[src/rtl/core/jdqt_pkg.sv]
// Shared types and constants of the JPEG DQT header parser.
`default_nettype none
package jdqt_pkg;

    // Default parameter values
    localparam int LENGTH_BITS_DEF = 16;
    localparam int MAX_TABLES_DEF  = 3;

    // Fixed field widths
    localparam int BYTE_W      = 8;
    localparam int CFG_W       = 16;
    localparam int LEN_FIELD_W = 16;
    localparam int TABLE_ID_W  = 2;
    localparam int ENTRY_W     = 6;
    localparam int PREC_W      = 4;
    localparam int ERR_W       = 3;
    localparam int TABLES_W    = 2;
    localparam int IN_TDATA_W  = 8;
    localparam int OUT_TDATA_W = 32;

    localparam int TABLE_ENTRIES = 64;

    // Marker codes
    localparam logic [BYTE_W-1:0] MARKER_PREFIX = 8'hFF;
    localparam logic [BYTE_W-1:0] MARKER_SOS    = 8'hDA;
    localparam logic [BYTE_W-1:0] MARKER_DQT    = 8'hDB;
    localparam logic [BYTE_W-1:0] NIBBLE_MASK   = 8'h0F;

    // A marker needs itself plus three more header bytes
    localparam int MARKER_ROOM = 4;

    // Divisibility by 65 of a 16-bit value: x * inv(65) mod 2^16 lands at or
    // below floor(65535/65) exactly when 65 divides x.
    localparam logic [LEN_FIELD_W-1:0] GROUP_INV   = 16'd4033;
    localparam logic [LEN_FIELD_W-1:0] GROUP_QUOT_MAX =
        LEN_FIELD_W'(65535 / (TABLE_ENTRIES + 1));

    // Error codes
    localparam logic [ERR_W-1:0] ERR_NONE      = 3'd0;
    localparam logic [ERR_W-1:0] ERR_OVERRUN   = 3'd1;
    localparam logic [ERR_W-1:0] ERR_BAD_LEN   = 3'd2;
    localparam logic [ERR_W-1:0] ERR_BAD_TYPE  = 3'd3;
    localparam logic [ERR_W-1:0] ERR_NO_TABLES = 3'd4;

    typedef enum logic [6:0] {
        MODE_SEEK   = 7'b0000001,
        MODE_MARKER = 7'b0000010,
        MODE_LEN_HI = 7'b0000100,
        MODE_LEN_LO = 7'b0001000,
        MODE_TYPE   = 7'b0010000,
        MODE_ENTRY  = 7'b0100000,
        MODE_DONE   = 7'b1000000
    } t_mode;

    typedef struct packed {
        logic [BYTE_W-1:0] header_byte;
        logic              first_byte;
    } t_in_beat;

    typedef struct packed {
        logic                  write_valid;
        logic [TABLE_ID_W-1:0] table_id;
        logic [ENTRY_W-1:0]    entry_index;
        logic [BYTE_W-1:0]     entry_value;
        logic [PREC_W-1:0]     table_precision;
        logic                  finished;
        logic [ERR_W-1:0]      error_code;
        logic [TABLES_W-1:0]   tables_found;
    } t_result;

endpackage
`default_nettype wire

[src/rtl/core/jdqt_in_stage.sv]
// Input register stage of the DQT parser.
`default_nettype none
module jdqt_in_stage (
    input  wire                 i_clk,
    input  wire                 i_rst_n,
    input  wire                 i_valid,
    output logic                o_ready,
    input  jdqt_pkg::t_in_beat  i_beat,
    input  wire                 i_advance,
    output logic                o_valid,
    output jdqt_pkg::t_in_beat  o_beat
);
    import jdqt_pkg::*;

    logic     r_valid;
    t_in_beat r_beat;

    // Take a new beat when empty or when the held one moves on this cycle
    assign o_ready = !r_valid || i_advance;

    always_ff @(posedge i_clk) begin
        if (!i_rst_n) begin
            r_valid <= 1'b0;
        end else if (o_ready) begin
            r_valid <= i_valid;
        end
    end

    always_ff @(posedge i_clk) begin
        if (o_ready && i_valid) begin
            r_beat <= i_beat;
        end
    end

    assign o_valid = r_valid;
    assign o_beat  = r_beat;

endmodule
`default_nettype wire

[src/rtl/core/jdqt_parse_core.sv]
// Parse state and byte-wise next-state logic of the DQT parser.
`default_nettype none
module jdqt_parse_core #(
    parameter int LENGTH_BITS = jdqt_pkg::LENGTH_BITS_DEF,
    parameter int MAX_TABLES  = jdqt_pkg::MAX_TABLES_DEF
) (
    input  wire                    i_clk,
    input  wire                    i_rst_n,
    input  wire                    i_advance,
    input  jdqt_pkg::t_in_beat     i_beat,
    input  wire [LENGTH_BITS-1:0]  i_header_length,
    output jdqt_pkg::t_result      o_result
);
    import jdqt_pkg::*;

    localparam int CNT_W = $clog2(MAX_TABLES + 1);
    localparam int SEG_W = ((LENGTH_BITS > LEN_FIELD_W) ? LENGTH_BITS : LEN_FIELD_W) + 1;
    localparam logic [CNT_W:0] MAX_CNT  = (CNT_W + 1)'(MAX_TABLES);
    localparam logic [3:0]     MAX_TYPE = 4'(MAX_TABLES);

    t_mode                  r_mode, n_mode, c_mode;
    logic [LENGTH_BITS-1:0] r_pos, n_pos, c_pos;
    logic [LEN_FIELD_W-1:0] r_seg_left, n_seg_left, c_seg_left;
    logic [BYTE_W-1:0]      r_len_hi, n_len_hi, c_len_hi;
    logic [TABLE_ID_W-1:0]  r_table, n_table, c_table;
    logic [PREC_W-1:0]      r_prec, n_prec, c_prec;
    logic [ENTRY_W-1:0]     r_entry, n_entry, c_entry;
    logic [CNT_W-1:0]       r_count, n_count, c_count;
    logic [ERR_W-1:0]       r_err, n_err, c_err;

    logic [BYTE_W-1:0]      b;
    logic                   end_now;
    logic [LENGTH_BITS-1:0] room;
    logic [LENGTH_BITS:0]   pos_inc;
    logic [LEN_FIELD_W-1:0] seg_len;
    logic [LEN_FIELD_W-1:0] seg_body;
    logic [LEN_FIELD_W-1:0] seg_test;
    logic [SEG_W-1:0]       seg_end;
    logic [LEN_FIELD_W-1:0] seg_dec;
    logic [CNT_W:0]         cnt_inc;
    t_result                res;

    always_comb begin
        b = i_beat.header_byte;

        // A first byte restarts from the cleared state
        if (i_beat.first_byte) begin
            c_mode     = MODE_SEEK;
            c_pos      = '0;
            c_seg_left = '0;
            c_len_hi   = '0;
            c_table    = '0;
            c_prec     = '0;
            c_entry    = '0;
            c_count    = '0;
            c_err      = ERR_NONE;
        end else begin
            c_mode     = r_mode;
            c_pos      = r_pos;
            c_seg_left = r_seg_left;
            c_len_hi   = r_len_hi;
            c_table    = r_table;
            c_prec     = r_prec;
            c_entry    = r_entry;
            c_count    = r_count;
            c_err      = r_err;
        end

        n_mode     = c_mode;
        n_pos      = c_pos;
        n_seg_left = c_seg_left;
        n_len_hi   = c_len_hi;
        n_table    = c_table;
        n_prec     = c_prec;
        n_entry    = c_entry;
        n_count    = c_count;
        n_err      = c_err;
        end_now    = 1'b0;

        room     = i_header_length - c_pos;
        pos_inc  = {1'b0, c_pos} + (LENGTH_BITS + 1)'(1);
        seg_len  = {c_len_hi, b};
        seg_body = seg_len - LEN_FIELD_W'(2);
        seg_test = LEN_FIELD_W'(seg_body * GROUP_INV);
        seg_end  = SEG_W'(c_pos - LENGTH_BITS'(1)) + SEG_W'(seg_len);
        seg_dec  = c_seg_left - LEN_FIELD_W'(1);
        cnt_inc  = {1'b0, c_count} + (CNT_W + 1)'(1);

        res = '0;

        if (c_mode != MODE_DONE) begin
            if (c_pos >= i_header_length) begin
                end_now = 1'b1;
            end else begin
                unique case (c_mode)
                    MODE_SEEK: begin
                        if (b == MARKER_PREFIX) begin
                            if (room < LENGTH_BITS'(MARKER_ROOM)) end_now = 1'b1;
                            else n_mode = MODE_MARKER;
                        end
                    end
                    MODE_MARKER: begin
                        if (b == MARKER_SOS)      end_now = 1'b1;
                        else if (b == MARKER_DQT) n_mode = MODE_LEN_HI;
                        else                      n_mode = MODE_SEEK;
                    end
                    MODE_LEN_HI: begin
                        n_len_hi = b;
                        n_mode   = MODE_LEN_LO;
                    end
                    MODE_LEN_LO: begin
                        // overrun is checked ahead of the length rule
                        if (seg_end > SEG_W'(i_header_length)) begin
                            n_err   = ERR_OVERRUN;
                            end_now = 1'b1;
                        end else if (seg_len[LEN_FIELD_W-1:1] == '0 ||
                                     seg_test > GROUP_QUOT_MAX) begin
                            n_err   = ERR_BAD_LEN;
                            end_now = 1'b1;
                        end else begin
                            n_seg_left = seg_body;
                            n_mode     = (seg_body != '0) ? MODE_TYPE : MODE_SEEK;
                        end
                    end
                    MODE_TYPE: begin
                        n_seg_left = seg_dec;
                        n_prec     = b[BYTE_W-1:PREC_W];
                        if ((b & NIBBLE_MASK) >= {4'b0, MAX_TYPE}) begin
                            n_err   = ERR_BAD_TYPE;
                            end_now = 1'b1;
                        end else begin
                            n_table = b[TABLE_ID_W-1:0];
                            n_entry = '0;
                            n_mode  = MODE_ENTRY;
                        end
                    end
                    MODE_ENTRY: begin
                        n_seg_left          = seg_dec;
                        res.write_valid     = 1'b1;
                        res.table_id        = c_table;
                        res.entry_index     = c_entry;
                        res.entry_value     = b;
                        res.table_precision = c_prec;
                        if (c_entry == ENTRY_W'(TABLE_ENTRIES - 1)) begin
                            n_count = cnt_inc[CNT_W-1:0];
                            if (cnt_inc >= MAX_CNT) end_now = 1'b1;
                            else n_mode = (seg_dec != '0) ? MODE_TYPE : MODE_SEEK;
                        end else begin
                            n_entry = c_entry + ENTRY_W'(1);
                        end
                    end
                    default: end_now = 1'b1;
                endcase

                // last header byte seen while hunting for markers
                if (!end_now && n_mode == MODE_SEEK && pos_inc >= {1'b0, i_header_length})
                    end_now = 1'b1;
                if (!end_now)
                    n_pos = pos_inc[LENGTH_BITS-1:0];
            end
        end

        if (end_now) begin
            n_mode = MODE_DONE;
            if (n_err == ERR_NONE && n_count == '0)
                n_err = ERR_NO_TABLES;
        end

        res.finished     = (n_mode == MODE_DONE);
        res.error_code   = n_err;
        res.tables_found = TABLES_W'(n_count);
    end

    always_ff @(posedge i_clk) begin
        if (!i_rst_n) begin
            r_mode     <= MODE_SEEK;
            r_pos      <= '0;
            r_seg_left <= '0;
            r_len_hi   <= '0;
            r_table    <= '0;
            r_prec     <= '0;
            r_entry    <= '0;
            r_count    <= '0;
            r_err      <= ERR_NONE;
        end else if (i_advance) begin
            r_mode     <= n_mode;
            r_pos      <= n_pos;
            r_seg_left <= n_seg_left;
            r_len_hi   <= n_len_hi;
            r_table    <= n_table;
            r_prec     <= n_prec;
            r_entry    <= n_entry;
            r_count    <= n_count;
            r_err      <= n_err;
        end
    end

    assign o_result = res;

`ifndef ASSERT_OFF
    a_err_only_when_done: assert property (@(posedge i_clk) disable iff (!i_rst_n)
        (r_err != ERR_NONE) |-> (r_mode == MODE_DONE))
        else $error("error status set while parse still running");

    a_done_holds: assert property (@(posedge i_clk) disable iff (!i_rst_n)
        (r_mode == MODE_DONE && i_advance && !i_beat.first_byte)
        |=> (r_mode == MODE_DONE && $stable(r_pos) && $stable(r_err) && $stable(r_count)))
        else $error("finished parse changed without a restart");

    a_count_bound: assert property (@(posedge i_clk) disable iff (!i_rst_n)
        ({1'b0, r_count} <= MAX_CNT))
        else $error("table count beyond table limit");

    a_write_table_ok: assert property (@(posedge i_clk) disable iff (!i_rst_n)
        (i_advance && res.write_valid) |-> ({2'b0, res.table_id} < MAX_TYPE))
        else $error("table entry written for an out of range table");
`endif

endmodule
`default_nettype wire

[src/rtl/core/jdqt_out_stage.sv]
// Result register stage of the DQT parser.
`default_nettype none
module jdqt_out_stage (
    input  wire                 i_clk,
    input  wire                 i_rst_n,
    input  wire                 i_in_valid,
    input  jdqt_pkg::t_result   i_result,
    input  wire                 i_ready,
    output logic                o_advance,
    output logic                o_valid,
    output jdqt_pkg::t_result   o_result
);
    import jdqt_pkg::*;

    logic    r_valid;
    t_result r_result;
    logic    free;

    assign free      = !r_valid || i_ready;
    assign o_advance = i_in_valid && free;

    always_ff @(posedge i_clk) begin
        if (!i_rst_n) begin
            r_valid <= 1'b0;
        end else if (free) begin
            r_valid <= i_in_valid;
        end
    end

    always_ff @(posedge i_clk) begin
        if (o_advance) begin
            r_result <= i_result;
        end
    end

    assign o_valid  = r_valid;
    assign o_result = r_result;

endmodule
`default_nettype wire

[src/rtl/core/jpeg_dqt_header_parser_unit.sv]
// JPEG DQT header parser: one result beat for every header byte beat.
//
// Input stream (s_axis): one header byte per beat; tuser[0] set marks the
// first byte of a new header and restarts the parse from position 0.
// Output stream (m_axis): one result beat per input beat, in order. tuser[0]
// flags a quantization table entry write; tdata carries the table id, entry
// index, entry value, precision, finished flag, error code and table count.
// Configuration: i_cfg_wr_en with i_cfg_wr_data loads the header length;
// write it only while no beat is in flight.
// A byte held in the input register passes the parse step and is registered
// in the result register, which drives m_axis, once the result register is free.
// Throughput is one beat per cycle while m_axis_tready keeps the result register
// free; the parse step between the input and result registers is combinational.
// A stalled receiver holds the result register; the input register still
// takes one more beat, then s_axis_tready drops until the result moves.
// Reset clears the valid flags of both register stages, the parse state and the header
// length (zero), so a byte streamed before configuration ends the parse.
`default_nettype none
module jpeg_dqt_header_parser_unit #(
    parameter int LENGTH_BITS = jdqt_pkg::LENGTH_BITS_DEF,
    parameter int MAX_TABLES  = jdqt_pkg::MAX_TABLES_DEF
) (
    input  wire                                i_clk,
    input  wire                                i_rst_n,
    input  wire                                i_cfg_wr_en,
    input  wire [jdqt_pkg::CFG_W-1:0]          i_cfg_wr_data,  // header_length
    input  wire                                s_axis_tvalid,
    output logic                               s_axis_tready,
    input  wire [jdqt_pkg::IN_TDATA_W-1:0]     s_axis_tdata,   // [7:0] header_byte
    input  wire [0:0]                          s_axis_tuser,   // [0] first_byte
    output logic                               m_axis_tvalid,
    input  wire                                m_axis_tready,
    // [1:0] table_id, [7:2] entry_index, [15:8] entry_value,
    // [19:16] table_precision, [20] finished, [23:21] error_code,
    // [25:24] tables_found, [31:26] zero
    output logic [jdqt_pkg::OUT_TDATA_W-1:0]   m_axis_tdata,
    output logic [0:0]                         m_axis_tuser    // [0] write_valid
);
    import jdqt_pkg::*;

    localparam int RES_DATA_W = TABLE_ID_W + ENTRY_W + BYTE_W + PREC_W + 1 + ERR_W + TABLES_W;

    logic [LENGTH_BITS-1:0] r_header_length;
    t_in_beat               in_beat, held_beat;
    logic                   held_valid;
    logic                   advance;
    t_result                step_result, out_result;

    always_ff @(posedge i_clk) begin
        if (!i_rst_n) begin
            r_header_length <= '0;
        end else if (i_cfg_wr_en) begin
            r_header_length <= LENGTH_BITS'(i_cfg_wr_data);
        end
    end

    assign in_beat.header_byte = s_axis_tdata[BYTE_W-1:0];
    assign in_beat.first_byte  = s_axis_tuser[0];

    jdqt_in_stage u_in_stage (
        .i_clk     (i_clk),
        .i_rst_n   (i_rst_n),
        .i_valid   (s_axis_tvalid),
        .o_ready   (s_axis_tready),
        .i_beat    (in_beat),
        .i_advance (advance),
        .o_valid   (held_valid),
        .o_beat    (held_beat)
    );

    jdqt_parse_core #(
        .LENGTH_BITS (LENGTH_BITS),
        .MAX_TABLES  (MAX_TABLES)
    ) u_parse_core (
        .i_clk           (i_clk),
        .i_rst_n         (i_rst_n),
        .i_advance       (advance),
        .i_beat          (held_beat),
        .i_header_length (r_header_length),
        .o_result        (step_result)
    );

    jdqt_out_stage u_out_stage (
        .i_clk      (i_clk),
        .i_rst_n    (i_rst_n),
        .i_in_valid (held_valid),
        .i_result   (step_result),
        .i_ready    (m_axis_tready),
        .o_advance  (advance),
        .o_valid    (m_axis_tvalid),
        .o_result   (out_result)
    );

    assign m_axis_tuser[0] = out_result.write_valid;
    assign m_axis_tdata = {
        (OUT_TDATA_W - RES_DATA_W)'(0),
        out_result.tables_found,
        out_result.error_code,
        out_result.finished,
        out_result.table_precision,
        out_result.entry_value,
        out_result.entry_index,
        out_result.table_id
    };

endmodule
`default_nettype wire
[config.mk]
export PLATFORM = sky130hd
export DESIGN_NAME = jpeg_dqt_header_parser_unit
export DESIGN_NICKNAME = d
export VERILOG_FILES = /design/src/rtl/core/jdqt_pkg.sv /design/src/rtl/core/jdqt_in_stage.sv /design/src/rtl/core/jdqt_parse_core.sv /design/src/rtl/core/jdqt_out_stage.sv /design/src/rtl/core/jpeg_dqt_header_parser_unit.sv
export SDC_FILE = /design/constraint.sdc
export NUM_CORES = 1
export LEC_CHECK = 0
export BUFFER_PORTS_ARGS = -buffer_cell sky130_fd_sc_hd__buf_2
export CAP_MARGIN = 20
export CELL_PAD_IN_SITES_DETAIL_PLACEMENT = 1
export CELL_PAD_IN_SITES_GLOBAL_PLACEMENT = 1
export CORE_MARGIN = 2
export CORE_UTILIZATION = 42
export CTS_CLUSTER_DIAMETER = 200
export DETAILED_ROUTE_END_ITERATION = 12
export GPL_ROUTABILITY_DRIVEN = 1
export PLACE_DENSITY_LB_ADDON = 0.1
export SKIP_CTS_REPAIR_TIMING = 1
export SLEW_MARGIN = 25
export SYNTH_ARGS = -nofsm -noshare
export SYNTH_HDL_FRONTEND = slang
export SYNTH_HIERARCHICAL = 1
export SYNTH_SLANG_ARGS = --single-unit
[constraint.sdc]
create_clock -name i_clk -period 12.1 [get_ports i_clk]
set_input_delay 2.42 -clock i_clk [delete_from_list [all_inputs] [get_ports i_clk]]
set_output_delay 2.42 -clock i_clk [all_outputs]
set_load 0.005 [all_outputs]
# [Word-level counts from Yosys, hierarchy flattened]
# Index checks and enable logic that the tools add are counted.
[op_classes] bitwise=2 n_eq_ne=13 n_mul=1 n_lt_le_gt_ge=7 n_mux=78 reduce_logical=19 add_sub_neg=8
[ops] op="$mux W16" count=9
[ops] op="$mux W7" count=14
[ops] op="$pmux W7 S6" count=1
[ops] op="$mux W8" count=4
[ops] op="$pmux W16 S2" count=1
[ops] op="$reduce_bool A16 Y1" count=2
[ops] op="$mux W6" count=5
[ops] op="$mux W3" count=9
[ops] op="$eq A8 B8 Y1 const B" count=3
[ops] op="$mux W21" count=1
[ops] op="$mux W2" count=10
[ops] op="$add A16 B1 Y17 const B" count=1
[ops] op="$add A17 B16 Y17" count=1
[ops] op="$ge A17 B16 Y1" count=1
[ops] op="$gt A17 B16 Y1" count=1
[ops] op="$sub A16 B1 Y17 const B" count=1
[ops] op="$ge A16 B16 Y1" count=1
[ops] op="$gt A16 B10 Y1 const B" count=1
[ops] op="$lt A16 B3 Y1 const B" count=1
[ops] op="$mul A16 B12 Y16 const B" count=1
[ops] op="$mux W4" count=4
[ops] op="$sub A16 B1 Y16 const B" count=1
[ops] op="$sub A16 B16 Y16" count=1
[ops] op="$sub A16 B2 Y16 const B" count=1
[ops] op="other kinds (27)" count=53
[word_totals] regBits=118 output_inout_bits=35 word_cells=150

# [Depth between registers and ports, before layout]
[logic_depth] ltp_word=20 ltp_mapped=32 depth_no_buf=27

# [Modules after synthesis]
# The synthesis kept the hierarchy.
[by_module_without_submodules] mod="jdqt_parse_core" cells_per_inst=1238 n_inst=1 seq_area_each_um2=1281.2 area_per_inst_um2=9042.4
[by_module_without_submodules] mod="jdqt_out_stage" cells_per_inst=31 n_inst=1 seq_area_each_um2=830.8 area_per_inst_um2=858.3
[by_module_without_submodules] mod="jpeg_dqt_header_parser_unit" cells_per_inst=58 n_inst=1 seq_area_each_um2=320.3 area_per_inst_um2=664.4
[by_module_without_submodules] mod="jdqt_in_stage" cells_per_inst=14 n_inst=1 seq_area_each_um2=290.3 area_per_inst_um2=327.8

# [Worst setup path before layout]
# OpenSTA, ideal clock, no wires.
[synth_timing] path_kind="reg2reg" startpoint="register u_in_stage.r_beat (netlist bit u_in_stage/o_beat[2])" endpoint="register u_out_stage.r_result (netlist bit u_out_stage/o_result[4]) (data pin)" period_less_slack_ns=7.249 stages_incl_launch_ff=30 slack_ns=4.851 required_time_ns=11.831 arrival_time_ns=6.980 setup_ns=0.269 path_cell_list="edfxtp_1 clkbuf_1 inv_1 ha_1 nand2b_1 o21ai_0 nand2_1 xor2_1 ha_1 inv_1 fa_1 inv_1 fa_1 inv_1 fa_1 inv_1 ha_1 ha_1 nand2b_1 o221ai_1 a31oi_1 o21ai_0 a2111oi_0 or4b_1 buf_2 a21oi_4 nor2_2 buf_6 o31ai_2 o21ai_1"
[synth_rtl] element="start, declared" line="jdqt_in_stage.sv:16" source="t_in_beat r_beat;"
[synth_rtl] element="start signal, assigned" line="jdqt_in_stage.sv:31" source="r_beat <= i_beat;"
[synth_rtl] element="end signal, assigned" line="jdqt_out_stage.sv:32" source="r_result <= i_result;"
[synth_rtl] element="end, declared" line="jdqt_out_stage.sv:16" source="t_result r_result;"

# [Final worst setup path]
[layout_timing] startpoint="register u_in_stage.r_beat (netlist bit u_in_stage/o_beat[2])" endpoint="register u_parse_core.r_err[2]"
[layout_via] elab_chain_len=18 word_cells_on_any_way=49
[layout_lines] element="$sub A16 B2 Y16" line="jdqt_parse_core.sv:83" source="seg_body = seg_len - LEN_FIELD_W'(2);"
[layout_lines] element="$mul A16 B12 Y16" line="jdqt_parse_core.sv:84" source="seg_test = LEN_FIELD_W'(seg_body * GROUP_INV);"
[layout_lines] element="$gt A16 B10 Y1" line="jdqt_parse_core.sv:117" source="seg_test > GROUP_QUOT_MAX) begin"
[layout_lines] element="$logic_or A1 B1 Y1" line="jdqt_parse_core.sv:116" source="end else if (seg_len[LEN_FIELD_W-1:1] == '0 ||"
[layout_lines] element="$mux W7 or $mux W1 (tied branches)" line="jdqt_parse_core.sv:116"
[layout_lines] element="$mux W7 or $mux W1 (tied branches)" line="jdqt_parse_core.sv:113" source="if (seg_end > SEG_W'(i_header_length)) begin"
[layout_lines] element="$pmux W7 S6 or $pmux W1 S6 (tied branches)" line="jdqt_parse_core.sv:95" source="unique case (c_mode)"
[layout_lines] element="$mux W7 or $mux W1 (tied branches)" line="jdqt_parse_core.sv:92" source="if (c_pos >= i_header_length) begin"
[layout_lines] element="$mux W7 or $mux W1 (tied branches)" line="jdqt_parse_core.sv:91" source="if (c_mode != MODE_DONE) begin"
[layout_lines] element="$eq A7 B1 Y1 or $logic_not A1 Y1 (tied branches)" line="jdqt_parse_core.sv:156" source="if (!end_now && n_mode == MODE_SEEK && pos_inc >= {1'b0, i_header_length})"
[layout_lines] element="$logic_and A1 B1 Y1 (2 in series)" line="jdqt_parse_core.sv:156"
[layout_lines] element="$mux W1" line="jdqt_parse_core.sv:156"
[layout_lines] element="$mux W1" line="jdqt_parse_core.sv:92"
[layout_lines] element="$mux W1" line="jdqt_parse_core.sv:91"
[layout_lines] element="$mux W1" line="jdqt_parse_core.sv:92"
[layout_lines] element="$mux W1" line="jdqt_parse_core.sv:91"
[layout_lines] element="$mux W3 *" line="jdqt_parse_core.sv:163" source="if (end_now) begin"
[layout_lines] element="end signal, assigned" line="jdqt_parse_core.sv:194" source="r_err <= n_err;"
[layout_lines] element="end, declared" line="jdqt_parse_core.sv:29" source="logic [ERR_W-1:0] r_err, n_err, c_err;"
# Every way passes the cells marked *; elsewhere a longest branch is shown, timed or not. The select of a mux whose other input is x is not followed.
# A chain may end at the register's enable or synchronous reset.

==> flow_summary.json <==
{
  "status": "finished, final reports clean",
  "holdCritPathClass": "flip-flop to flip-flop",
  "ff2ff_path_depth": 27,
  "grt_pass1_vias": 10300,
  "die_h_um": 165,
  "die_area_um2": 27200,
  "clock.fmax_ghz": 0.116,
  "ys_types": 93,
  "io_buffers": 58,
  "row_count": 58,
  "post_synth.cell_area_avg_um2": 8.12,
  "worst_slack_ns": 3.49,
  "internal-power_mw": 0.969,
  "route.detailed.drc": 0,
  "n_antenna_cell": 0,
  "cts_num_sinks": 118,
  "chipWidth_um": 165,
  "ant_nets": 0,
  "clkLatencyLatePin_ns": 0.43,
  "yosys-top-cells-area": "dfxtp_1 (15%), ha_1 (13%), edfxtp_1 (9.9%)",
  "period_minus_slack_ns": 8.61,
  "cp_max_fo": 20,
  "rrSetupSlack_ns": 3.49,
  "drt_pass1_iterations": 5,
  "slew_headroom": 0.371,
  "vias": 10600,
  "via_per_inst": 6.17,
  "ioPinCount": 65,
  "synth_warnings": 6,
  "rsz0062_at_grt": "false",
  "p_per_area_nw_per_um2": 135,
  "finalSetupViolations": 0,
  "p_leak_nw": 4.97,
  "gr-usage-all-layers": 0.284,
  "holdPathStages": 1,
  "hold_violations": 0,
  "period_share": 0.712,
  "drtIter0Drc": 958,
  "synthArstFlopShare": 0,
  "root_buffer": "clkbuf_16",
  "final_cells": 1712,
  "synth_area_um2": 10900,
  "switchingPower_mw": 0.651,
  "core_area_um2": 25300,
  "cp-end-kind": "flip-flop",
  "drive_gt1_frac": 0.0912,
  "wl_per_cell_um": 22.2,
  "synth_edf_count": 36,
  "critPathLaunchType": "flip-flop",
  "combPwrFrac": 0.417,
  "initial_core_util": 0.430,
  "seq_area_frac_synth": 0.250,
  "synth_seq_cells": 118,
  "worstHoldStart": "u_parse_core/r_seg_left[10]",
  "critical_path_class": "flip-flop to flip-flop",
  "power_frac_seq": 0.270,
  "final_max_slew_viol_count": 0,
  "dp_hpwl_um": 29000,
  "dp.cells": 1680,
  "num-fill-cells": 3131,
  "synthesis.instances": 1341,
  "synth_most_common_cell": "inv_1",
  "final.setup.tns_ns": 0,
  "post-place-ws_ns": 3.57,
  "cts.reportedPaths.clkPinSlew_ns": 0.07,
  "cts_tree": "done",
  "r2r_end": "u_parse_core/r_err[2]",
  "yosysTopAreaCell": "dfxtp_1",
  "htreeDepth": 4,
  "grt_max_degree": 62,
  "worstMarginPinSlew_ns": 0.943,
  "fin_util": 0.472,
  "clkPwrFrac": 0.313,
  "finalClockSkew_ns": 0.0123,
  "antenna_found_initial": 0,
  "synth_top_flop_cell": "dfxtp_1",
  "max_cap_violations": 0,
  "drt_wl_total_um": 38100,
  "numCtsBuffers": 17,
  "worst_ep_required_time_ns": 12.44,
  "hold-path-endpoint": "u_parse_core/r_seg_left[10]",
  "synth_common_cells": "inv_1 (129), ha_1 (115), nor2_1 (107)",
  "switching_share": 0.402,
  "worstReg2RegStart": "u_in_stage/o_beat[2]",
  "crit_arrival_ns": 8.95,
  "cts_buffer_depth": 2,
  "gp_congestion": 0.867,
  "ir_drop_mv": 0.0700,
  "grt_overflow": 0,
  "area_growth_pct": 9.84,
  "grt_pass1_wl_um": 59400,
  "synthDominantCellAreaShare": 0.151,
  "fin_nets": 1532
}
==> placed cells by master, fill, tap and decap left out, types with 12 or more instances in the layout <==
cell type / instances
inv_1: 129
ha_1: 115
nor2_1: 107
nand2_1: 103
dfxtp_1: 82
a21oi_1: 73
o21ai_0: 60
buf_2: 58
nor3_1: 45
nand3_1: 42
nor2b_1: 41
xnor2_1: 38
edfxtp_1: 36
and3_1: 25
nand4_1: 24
mux2i_1: 23
nor4_1: 19
xor2_1: 18
fa_1: 18
clkbuf_16: 17
a22oi_1: 17
a31oi_1: 16
a21o_1: 16
or3_1: 14
o21a_1: 13
o211ai_1: 12
==> worst max-delay path: stages (launching register included) <==
cell and delay (ns):
edfxtp_1 0.61, inv_1 0.27, ha_1 0.25, nand2b_1 0.19
o21ai_0 0.52, nand2_1 0.27, xor2_1 0.21, ha_1 0.29
inv_1 0.04, fa_1 0.47, inv_1 0.06, fa_1 0.56
inv_1 0.07, fa_1 0.53, inv_1 0.04, ha_1 0.29
ha_1 0.35, nand2b_1 0.11, o221ai_1 0.12, a31oi_1 0.15
o21ai_0 0.11, a2111oi_0 0.52, buf_4 0.22, or4b_1 0.61
a211oi_2 0.38, o31a_1 0.73, o31ai_2 0.27, o32ai_2 0.29
==> state kept, by name (all words and copies together) (netlist names), 3 cells and up <==
signal / flops
u_out_stage/o_result: 27
u_parse_core/r_err: 3
u_parse_core/r_len_hi: 8
u_parse_core/r_mode: 7
u_parse_core/r_prec: 4
u_parse_core/r_pos: 16
u_parse_core/r_seg_left: 16
u_in_stage/o_beat: 9
u_parse_core/r_entry: 6
r_header_length: 16
==> stage by stage <==
step	power, mW	hold slack, ns	cell area (µm²)
after floorplan	0.938	0.432	10900
after global placement	1.08	0.449	11400
after detailed placement	1.12	0.460	11400
after CTS	1.63	0.478	12000
after global routing	1.73	0.503	12000
final	1.62	0.469	12000
==> metal layers <==
metal | vias to the layer above | GRT usage | part of all wire
met4 | 0 | 0.0696 | 0.018
met3 | 47 | 0.0530 | 0.061
li1 | 4936 | - | -
met5 | - | 0 | 0
met1 | 5244 | 0.405 | 0.48
met2 | 342 | 0.443 | 0.44
==> cell type report <==
cell class | count | area (µm²) | area share
multi-input cells | 1033 | 7390 | 0.618
clock buffers | 17 | 425 | 0.0356
repair buffers | 69 | 373 | 0.0312
inverters | 130 | 488 | 0.0408
well taps | 330 | 413 | 0.0345
flip-flops and latches | 118 | 2720 | 0.228
clock inverters | 15 | 149 | 0.0124
==> cells by family after synthesis <==
family	Yosys count	synth area share
simple gates	480	0.226
xor+xnor	59	0.0512
mux	23	0.0211
fa+ha+maj	133	0.165
other cells	1	0.000344
compound gates	332	0.212
buf+inv	195	0.0742
flops	118	0.250
==> worst max path at each step <==
stage	startpoint	endpoint	slack, ns
2_1_floorplan	u_in_stage/o_beat[2]	u_out_stage/o_result[4]	4.85
3_3_place_gp	u_in_stage/o_beat[2]	u_parse_core/r_err[2]	3.96
3_5_place_dp	u_in_stage/o_beat[2]	u_parse_core/r_err[2]	3.57
4_1_cts	u_in_stage/o_beat[2]	u_parse_core/r_err[2]	3.56
5_1_grt	u_in_stage/o_beat[2]	u_parse_core/r_err[2]	3.00
6_report	u_in_stage/o_beat[2]	u_parse_core/r_err[2]	3.49
==> power groups by stage <==
| stage | sequential (mW) | combinational (mW) | clock, mW |
|---|---|---|---|
| 2_1_floorplan | 0.439 | 0.498 | 0 |
| 3_3_place_gp | 0.445 | 0.640 | 0 |
| 3_5_place_dp | 0.446 | 0.671 | 0 |
| 4_1_cts | 0.437 | 0.677 | 0.514 |
| 5_1_grt | 0.439 | 0.758 | 0.531 |
| 6_report | 0.437 | 0.676 | 0.507 |
(Power assumes the default switching activity.)
